`src/hdl/i2cm_pkg.sv`:
```
// Package: command codes, sequence constants and engine state type.
package i2cm_pkg;

  localparam logic [2:0] CMD_START     = 3'd0;
  localparam logic [2:0] CMD_STOP      = 3'd1;
  localparam logic [2:0] CMD_SEND_ACK  = 3'd2;
  localparam logic [2:0] CMD_RECV_ACK  = 3'd3;
  localparam logic [2:0] CMD_SEND_BYTE = 3'd4;
  localparam logic [2:0] CMD_RECV_BYTE = 3'd5;

  localparam int BITS_PER_BYTE = 8;
  localparam logic [7:0] ACK_TIMEOUT_RESET = 8'd200;
  localparam logic [5:0] SEND_LAST = 6'(3 * BITS_PER_BYTE - 1);
  localparam logic [5:0] RECV_LAST = 6'(2 * BITS_PER_BYTE);

  localparam logic [1:0] PH_DATA = 2'd0;
  localparam logic [1:0] PH_HIGH = 2'd1;
  localparam logic [1:0] PH_LOW  = 2'd2;

  typedef struct packed {
    logic       scl;
    logic       sda;
    logic [2:0] cmd;
    logic       busy;
    logic [5:0] step;
    logic [1:0] phase;
    logic [7:0] shift;
    logic [7:0] poll;
    logic       ack;
    logic [7:0] rx;
  } i2cm_state_t;

  localparam i2cm_state_t STATE_RESET = '{
    scl:   1'b1,
    sda:   1'b1,
    cmd:   CMD_START,
    busy:  1'b0,
    step:  6'd0,
    phase: PH_DATA,
    shift: 8'd0,
    poll:  8'd0,
    ack:   1'b1,
    rx:    8'd0
  };

endpackage

```
`src/hdl/i2cm_if.sv`:
```
// Valid/ready channel interfaces for tick beats and result beats.
interface i2cm_tick_if;
  logic       valid;
  logic       ready;
  logic       cmd_valid;
  logic [2:0] func;
  logic [7:0] tx_byte;
  logic       ack_bit;
  logic       sda_in;

  modport source (output valid, cmd_valid, func, tx_byte, ack_bit, sda_in, input ready);
  modport sink (input valid, cmd_valid, func, tx_byte, ack_bit, sda_in, output ready);
endinterface

interface i2cm_result_if;
  logic       valid;
  logic       ready;
  logic       scl_out;
  logic       sda_out;
  logic       busy_res;
  logic       done_res;
  logic [7:0] rx_byte;
  logic       ack_received;

  modport source (output valid, scl_out, sda_out, busy_res, done_res, rx_byte, ack_received,
                  input ready);
  modport sink (input valid, scl_out, sda_out, busy_res, done_res, rx_byte, ack_received,
                output ready);
endinterface

```
`src/hdl/i2c_master_bit_engine.sv`:
```
// A tick beat is held in the tick input register until the result register can take its result beat.
// Throughput: one tick per cycle while the result channel is ready; set by the engine state update loop.
// Path: tick input register, one pass of pin-action logic, result register.
// Reset (rst, synchronous): SCL and SDA released, engine idle, ack level 1, rx byte 0,
// ack_timeout 200; both channel registers empty.
module i2c_master_bit_engine
  import i2cm_pkg::*;
(
  input  logic               clk,
  input  logic               rst,
  input  logic               cfg_we,
  input  logic [7:0]         cfg_wdata,
  i2cm_tick_if.sink          tick,
  i2cm_result_if.source      result
);

  logic        in_valid;
  logic        in_cmd_valid;
  logic [2:0]  in_func;
  logic [7:0]  in_tx_byte;
  logic        in_ack_bit;
  logic        in_sda_in;
  logic        res_valid;
  logic        res_done;
  logic [7:0]  ack_timeout;
  logic        advance;
  i2cm_state_t st;
  i2cm_state_t st_next;
  i2cm_state_t res;
  logic        done_next;

  assign advance    = in_valid && (!res_valid || result.ready);
  assign tick.ready = !in_valid || advance;

  i2cm_step u_step (
    .cur         (st),
    .cmd_valid   (in_cmd_valid),
    .func        (in_func),
    .tx_byte     (in_tx_byte),
    .ack_bit     (in_ack_bit),
    .sda_in      (in_sda_in),
    .ack_timeout (ack_timeout),
    .nxt         (st_next),
    .done        (done_next)
  );

  always_ff @(posedge clk) begin
    if (rst) begin
      ack_timeout <= ACK_TIMEOUT_RESET;
    end else if (cfg_we) begin
      ack_timeout <= cfg_wdata;
    end
  end

  always_ff @(posedge clk) begin
    if (rst) begin
      in_valid <= 1'b0;
    end else if (tick.ready) begin
      in_valid <= tick.valid;
    end
  end

  always_ff @(posedge clk) begin
    if (tick.valid && tick.ready) begin
      in_cmd_valid <= tick.cmd_valid;
      in_func      <= tick.func;
      in_tx_byte   <= tick.tx_byte;
      in_ack_bit   <= tick.ack_bit;
      in_sda_in    <= tick.sda_in;
    end
  end

  always_ff @(posedge clk) begin
    if (rst) begin
      st        <= STATE_RESET;
      res_valid <= 1'b0;
    end else begin
      if (advance) begin
        st <= st_next;
      end
      if (advance) begin
        res_valid <= 1'b1;
      end else if (result.ready) begin
        res_valid <= 1'b0;
      end
    end
  end

  always_ff @(posedge clk) begin
    if (advance) begin
      res      <= st_next;
      res_done <= done_next;
    end
  end

  assign result.valid        = res_valid;
  assign result.scl_out      = res.scl;
  assign result.sda_out      = res.sda;
  assign result.busy_res     = res.busy;
  assign result.done_res     = res_done;
  assign result.rx_byte      = res.rx;
  assign result.ack_received = res.ack;

`ifndef SYNTH
  a_done_not_busy: assert property (@(posedge clk) disable iff (rst)
    (res_valid && res_done) |-> !res.busy)
    else $error("done beat shows engine still busy");

  a_ready_when_empty: assert property (@(posedge clk) disable iff (rst)
    !res_valid |-> tick.ready)
    else $error("tick not accepted while result register empty");

  a_state_hold_stall: assert property (@(posedge clk) disable iff (rst)
    (res_valid && !result.ready) |=> $stable(st))
    else $error("engine state moved while result stalled");

  a_send_step_range: assert property (@(posedge clk) disable iff (rst)
    (st.busy && st.cmd == CMD_SEND_BYTE) |-> (st.step <= SEND_LAST))
    else $error("send byte step beyond last bit");

  a_ack_step_range: assert property (@(posedge clk) disable iff (rst)
    (st.busy && st.cmd == CMD_RECV_ACK) |-> (st.step <= 6'd3))
    else $error("receive ack step out of range");
`endif

endmodule

```
`src/hdl/i2cm_step.sv`:
```
// Per-tick state update: command launch and one pin action.
module i2cm_step
  import i2cm_pkg::*;
(
  input  i2cm_state_t cur,
  input  logic        cmd_valid,
  input  logic [2:0]  func,
  input  logic [7:0]  tx_byte,
  input  logic        ack_bit,
  input  logic        sda_in,
  input  logic [7:0]  ack_timeout,
  output i2cm_state_t nxt,
  output logic        done
);

  always_comb begin
    i2cm_state_t st;
    logic        fin;
    logic        hold_step;
    logic [7:0]  poll_inc;
    logic [7:0]  shift_in;

    st = cur;
    fin = 1'b0;
    hold_step = 1'b0;
    poll_inc = cur.poll + 8'd1;
    shift_in = {cur.shift[6:0], sda_in};

    if (!cur.busy && cmd_valid && func <= CMD_RECV_BYTE) begin
      st.busy = 1'b1;
      st.cmd = func;
      st.step = 6'd0;
      st.phase = PH_DATA;
      if (func == CMD_SEND_BYTE) begin
        st.shift = tx_byte;
      end else if (func == CMD_RECV_BYTE) begin
        st.shift = 8'd0;
      end
      poll_inc = st.poll + 8'd1;
      shift_in = {st.shift[6:0], sda_in};
    end

    if (st.busy) begin
      case (st.cmd)
        CMD_START: begin
          if (st.step == 6'd0) st.sda = 1'b1;
          else if (st.step == 6'd1) st.scl = 1'b1;
          else if (st.step == 6'd2) st.sda = 1'b0;
          else begin
            st.scl = 1'b0;
            fin = 1'b1;
          end
        end
        CMD_STOP: begin
          if (st.step == 6'd0) st.scl = 1'b0;
          else if (st.step == 6'd1) st.sda = 1'b0;
          else if (st.step == 6'd2) st.scl = 1'b1;
          else begin
            st.sda = 1'b1;
            fin = 1'b1;
          end
        end
        CMD_SEND_ACK: begin
          if (st.step == 6'd0) st.sda = ack_bit;
          else if (st.step == 6'd1) st.scl = 1'b1;
          else begin
            st.scl = 1'b0;
            fin = 1'b1;
          end
        end
        CMD_RECV_ACK: begin
          if (st.step == 6'd0) begin
            st.sda = 1'b1;
          end else if (st.step == 6'd1) begin
            st.scl = 1'b1;
            st.poll = 8'd0;
            if (ack_timeout == 8'd0) begin
              st.ack = 1'b1;
              st.step = 6'd3;
              hold_step = 1'b1;
            end
          end else if (st.step == 6'd2) begin
            hold_step = 1'b1;
            if (!sda_in) begin
              st.ack = 1'b0;
              st.step = 6'd3;
            end else begin
              st.poll = poll_inc;
              if (poll_inc >= ack_timeout) begin
                st.ack = 1'b1;
                st.step = 6'd3;
              end
            end
          end else begin
            st.scl = 1'b0;
            fin = 1'b1;
          end
        end
        CMD_SEND_BYTE: begin
          case (st.phase)
            PH_DATA: begin
              st.sda = st.shift[7];
              st.phase = PH_HIGH;
            end
            PH_HIGH: begin
              st.scl = 1'b1;
              st.phase = PH_LOW;
            end
            default: begin
              st.scl = 1'b0;
              st.shift = {st.shift[6:0], 1'b0};
              st.phase = PH_DATA;
              if (st.step >= SEND_LAST) fin = 1'b1;
            end
          endcase
        end
        default: begin
          if (st.step == 6'd0) begin
            st.sda = 1'b1;
          end else if (st.step[0]) begin
            st.scl = 1'b1;
          end else begin
            st.shift = shift_in;
            st.scl = 1'b0;
            if (st.step >= RECV_LAST) begin
              st.rx = shift_in;
              fin = 1'b1;
            end
          end
        end
      endcase

      if (fin) begin
        st.busy = 1'b0;
        st.step = 6'd0;
      end else if (!hold_step) begin
        st.step = st.step + 6'd1;
      end
    end

    nxt = st;
    done = fin;
  end

endmodule

```
`src/flat_wrapper.sv`:
```
// flat-port wrapper written by rule: the top's interface ports become plain ports
module i2c_master_bit_engine_flat import i2cm_pkg::*;
  (clk, rst, cfg_we, cfg_wdata, tick_valid, tick_cmd_valid, tick_func, tick_tx_byte, tick_ack_bit, tick_sda_in, tick_ready, result_valid, result_scl_out, result_sda_out, result_busy_res, result_done_res, result_rx_byte, result_ack_received, result_ready);
  i2cm_tick_if tick_i ();
  i2cm_result_if result_i ();
  input  logic clk;
  input  logic rst;
  input  logic cfg_we;
  input  logic [7:0] cfg_wdata;
  input wire logic [$bits(tick_i.valid)-1:0] tick_valid;
  input wire logic [$bits(tick_i.cmd_valid)-1:0] tick_cmd_valid;
  input wire logic [$bits(tick_i.func)-1:0] tick_func;
  input wire logic [$bits(tick_i.tx_byte)-1:0] tick_tx_byte;
  input wire logic [$bits(tick_i.ack_bit)-1:0] tick_ack_bit;
  input wire logic [$bits(tick_i.sda_in)-1:0] tick_sda_in;
  output wire logic [$bits(tick_i.ready)-1:0] tick_ready;
  output wire logic [$bits(result_i.valid)-1:0] result_valid;
  output wire logic [$bits(result_i.scl_out)-1:0] result_scl_out;
  output wire logic [$bits(result_i.sda_out)-1:0] result_sda_out;
  output wire logic [$bits(result_i.busy_res)-1:0] result_busy_res;
  output wire logic [$bits(result_i.done_res)-1:0] result_done_res;
  output wire logic [$bits(result_i.rx_byte)-1:0] result_rx_byte;
  output wire logic [$bits(result_i.ack_received)-1:0] result_ack_received;
  input wire logic [$bits(result_i.ready)-1:0] result_ready;
  assign tick_i.valid = tick_valid;
  assign tick_i.cmd_valid = tick_cmd_valid;
  assign tick_i.func = tick_func;
  assign tick_i.tx_byte = tick_tx_byte;
  assign tick_i.ack_bit = tick_ack_bit;
  assign tick_i.sda_in = tick_sda_in;
  assign tick_ready = tick_i.ready;
  assign result_valid = result_i.valid;
  assign result_scl_out = result_i.scl_out;
  assign result_sda_out = result_i.sda_out;
  assign result_busy_res = result_i.busy_res;
  assign result_done_res = result_i.done_res;
  assign result_rx_byte = result_i.rx_byte;
  assign result_ack_received = result_i.ack_received;
  assign result_i.ready = result_ready;
  i2c_master_bit_engine u_core (.clk(clk), .rst(rst), .cfg_we(cfg_we), .cfg_wdata(cfg_wdata), .tick(tick_i), .result(result_i));
endmodule
```
`config.mk`:
```
export PLATFORM = sky130hd
export DESIGN_NAME = i2c_master_bit_engine_flat
export DESIGN_NICKNAME = d
export VERILOG_FILES = /design/src/hdl/i2cm_pkg.sv /design/src/hdl/i2cm_if.sv /design/src/hdl/i2c_master_bit_engine.sv /design/src/hdl/i2cm_step.sv /design/src/flat_wrapper.sv
export SDC_FILE = /design/constraint.sdc
export NUM_CORES = 1
export LEC_CHECK = 0
export BUFFER_PORTS_ARGS = -buffer_cell sky130_fd_sc_hd__clkbuf_2
export CORE_UTILIZATION = 55
export CTS_CLUSTER_SIZE = 8
export DETAILED_ROUTE_END_ITERATION = 10
export PLACE_DENSITY_LB_ADDON = 0.12
export SLEW_MARGIN = 10
export SYNTH_ARGS = -nofsm -noshare
export SYNTH_HDL_FRONTEND = slang
export SYNTH_SLANG_ARGS = --single-unit
```
`constraint.sdc`:
```
create_clock -name clk -period 4 [get_ports clk]
set_input_delay 0.4 -clock clk [delete_from_list [all_inputs] [get_ports clk]]
set_output_delay 0.4 -clock clk [all_outputs]
set_load 0.01 [all_outputs]
```
==> flow_summary.json <==
{
  "status": "finished clean",
  "cts_setup_buffers": 0,
  "fin_area_sq_mm": 0.004647,
  "hold_violations": 0,
  "dp_hpwl_microns": 6846,
  "cp.required_ns": 4.29,
  "power.total_mw": 1.714,
  "ctsResizeCount": 0,
  "first_global_vias": 3288,
  "grt_pass1_wl_microns": 16150,
  "fmax_mhz": 312.8,
  "antenna_found_initial": 0,
  "ant_nets": 0,
  "routabilityCongestion": 0.8919,
  "post_dp_cell_area_sq_mm": 0.004418,
  "post_drt_wl_per_cell_microns": 16.77,
  "rsz0062_at_grt": "no",
  "relSlewSlack_pct": 40.24,
  "yosysSeqAreaShare_pct": 43.22,
  "grt_usage_pct": 26.97,
  "die_h_microns": 88.82,
  "drtPass1Iterations": 5,
  "crit_chain": "nand3_1, nor2_1, xor2_1, ha_1, a21o_1, a21o_1, a21oi_1, o31a_1, nand2_1, a32o_1, ha_1, a31oi_1, or3b_2, a21oi_1",
  "cts_hold_buf": 0,
  "drt-total-wl_microns": 9997,
  "synth_most_common_cell": "dfxtp_1",
  "tns_ns": 0,
  "yosys-top-cells-area": "dfxtp_1 (24%), edfxtp_1 (20%), a21oi_1 (5.2%)",
  "synth-seq-cells": 76,
  "design.core.area_sq_mm": 0.007253,
  "initial_utilization_pct": 57.15,
  "critical-path-slowest-cell": "or3b_2",
  "cp-end-kind": "flop",
  "grt_max_degree": 39,
  "clock_latency_ns": 0.36,
  "synth_commonest_cells": "dfxtp_1 (49), a21oi_1 (43), nor2_1 (43)",
  "clockRootBuffer": "clkbuf_8",
  "critPathKind": "flop to flop",
  "period_needed_ns": 3.197,
  "overflow": 0,
  "syn_area_sq_mm": 0.004145,
  "setup_viol": 0,
  "cts_max_level": 3,
  "io_buffers": 41,
  "numCtsBuffers": 9,
  "cp.arrival_ns": 3.49,
  "skew_ns": 0.01216,
  "io_pins": 42,
  "clkTransAtPathRegs_ns": 0.09,
  "async_flop_share_pct": 0,
  "fin_crit_sh_pct": 79.93,
  "yosysTopAreaCell": "dfxtp_1",
  "drtIter0Drc": 348,
  "synth_cell_types": 66,
  "slew_viol_final": 0,
  "synth-edff-count": 27,
  "slowest_delay_ns": 0.46,
  "critPathBufInv": 0,
  "nets": 529,
  "synth_cells": 459,
  "viasPerCell": 6.210,
  "die_x_microns": 88.82,
  "critPathMaxFanout": 5,
  "hold_path.class": "input port to flop",
  "drive_gt1_share_pct": 18.31,
  "fp-row-count": 31,
  "p_per_area_mw_per_mm2": 368.8,
  "crit_family": "compound AO/OA/AOI/OAI gates",
  "dieArea_sq_mm": 0.007888,
  "ir_worst_vdd_mv": 0.2091,
  "p_leak_nw": 1.733,
  "drv_cap": 0,
  "clockBufferDepth": 2,
  "yosys_warnings": 0,
  "syn_nets": 496,
  "cts_tree": "done",
  "insertedDiodeCount": 0,
  "synth_area_per_cell_sq_um": 9.031,
  "cts.sinks": 76,
  "ys.flop_type": "dfxtp_1",
  "start_kind": "flop",
  "vias": 3701,
  "worst_pin_slew_ns": 0.8931,
  "post-route-drc-count": 0,
  "synth_top_cell_area_share_pct": 23.66,
  "syn2layout_area_growth_pct": 12.10
}
layer usage:
layer,track usage [%],up-vias,part of all wire [%]
met5,0,-,0
met4,11.44,0,2.1
met3,4.757,25,5.6
met2,41.82,157,46
met1,37.09,1743,47
li1,-,1776,-
kinds of logic (layout without fill, tap and decap cells):
group	Yosys count	in the layout	synth area share, %
compound gates	135	135	22.91
simple gates	169	169	20.34
buf+inv	44	82	4.346
fa+ha+maj	10	10	3.018
mux	19	19	4.890
xor+xnor	6	6	1.268
flops	76	76	43.22
state kept, by name (all words and copies together) (netlist names):
| register | cells |
|---|---|
| u_core.result.done_res | 1 |
| u_core.in_cmd_valid | 1 |
| u_core.result.sda_out | 1 |
| u_core.result.rx_byte | 8 |
| u_core.result.scl_out | 1 |
| u_core.result.ack_received | 1 |
| u_core.in_func | 3 |
| u_core.ack_timeout | 8 |
| u_core.in_tx_byte | 8 |
| u_core.st | 39 |
| u_core.result.busy_res | 1 |
| u_core.in_sda_in | 1 |
| u_core.in_valid | 1 |
| u_core.in_ack_bit | 1 |
| u_core.result.valid | 1 |
cells in the final DEF (no fill, tap or decap), drive strengths merged, types with 6 or more instances in the layout:
cell type  netlist  final
a211oi           7      7
a21oi           45     45
and2             6      6
buf              3      8
clkbuf          24     50
dfxtp           49     49
edfxtp          27     27
ha              10     10
inv             17     21
mux2            10     10
mux2i            9      9
nand2           42     42
nand2b           7      7
nand3           27     27
nand4            9      9
nor2            43     43
nor3b            8      8
o211ai          12     12
o21a             7      7
o21ai           13     13
cell type report:
cell class                      count  area [sq um]
Fill cell                         651          2606
Multi-Input combinational cell    339          2173
Sequential cell                    76          1792
Timing Repair Buffer               49         265.3
Clock buffer                        9         123.9
Tap cell                           99         123.9
Clock inverter                      7         105.1
Inverter                           17         63.81
where the power goes:
part,internal (mW),switching (mW)
clock,0.362,0.325
sequential,0.826,0.0224
combinational,0.0647,0.113
stage by stage:
| stage | util (%) | setup WS [ns] | cells | hold slack, ns |
|---|---|---|---|---|
| 6_report | 64.07 | 0.8027 | 596 | 0.2065 |
| 5_1_grt | 64.07 | 0.5613 | 596 | 0.1986 |
| 4_1_cts | 64.07 | 0.7909 | 596 | 0.1991 |
| 3_5_place_dp | 60.91 | 0.8074 | 580 | 0.4556 |
| 3_3_place_gp | 60.91 | 0.8882 | 580 | 0.4472 |
| 2_1_floorplan | - | 1.057 | 459 | 0.4364 |
worst paths after layout:
path | startpoint | slack [ns] | end | cells after the start
worst min register to register | u_core.st[16] | 0.46 | u_core.st[16] | 2
worst max-delay path | u_core.st[9] | 0.80 | u_core.st[28] | 14
worst max register to register | u_core.st[9] | 0.80 | u_core.st[28] | 14
worst min-delay path | tick_tx_byte[5] | 0.21 | u_core.in_tx_byte[5] | 1
Power figures use the tool's default switching activity.
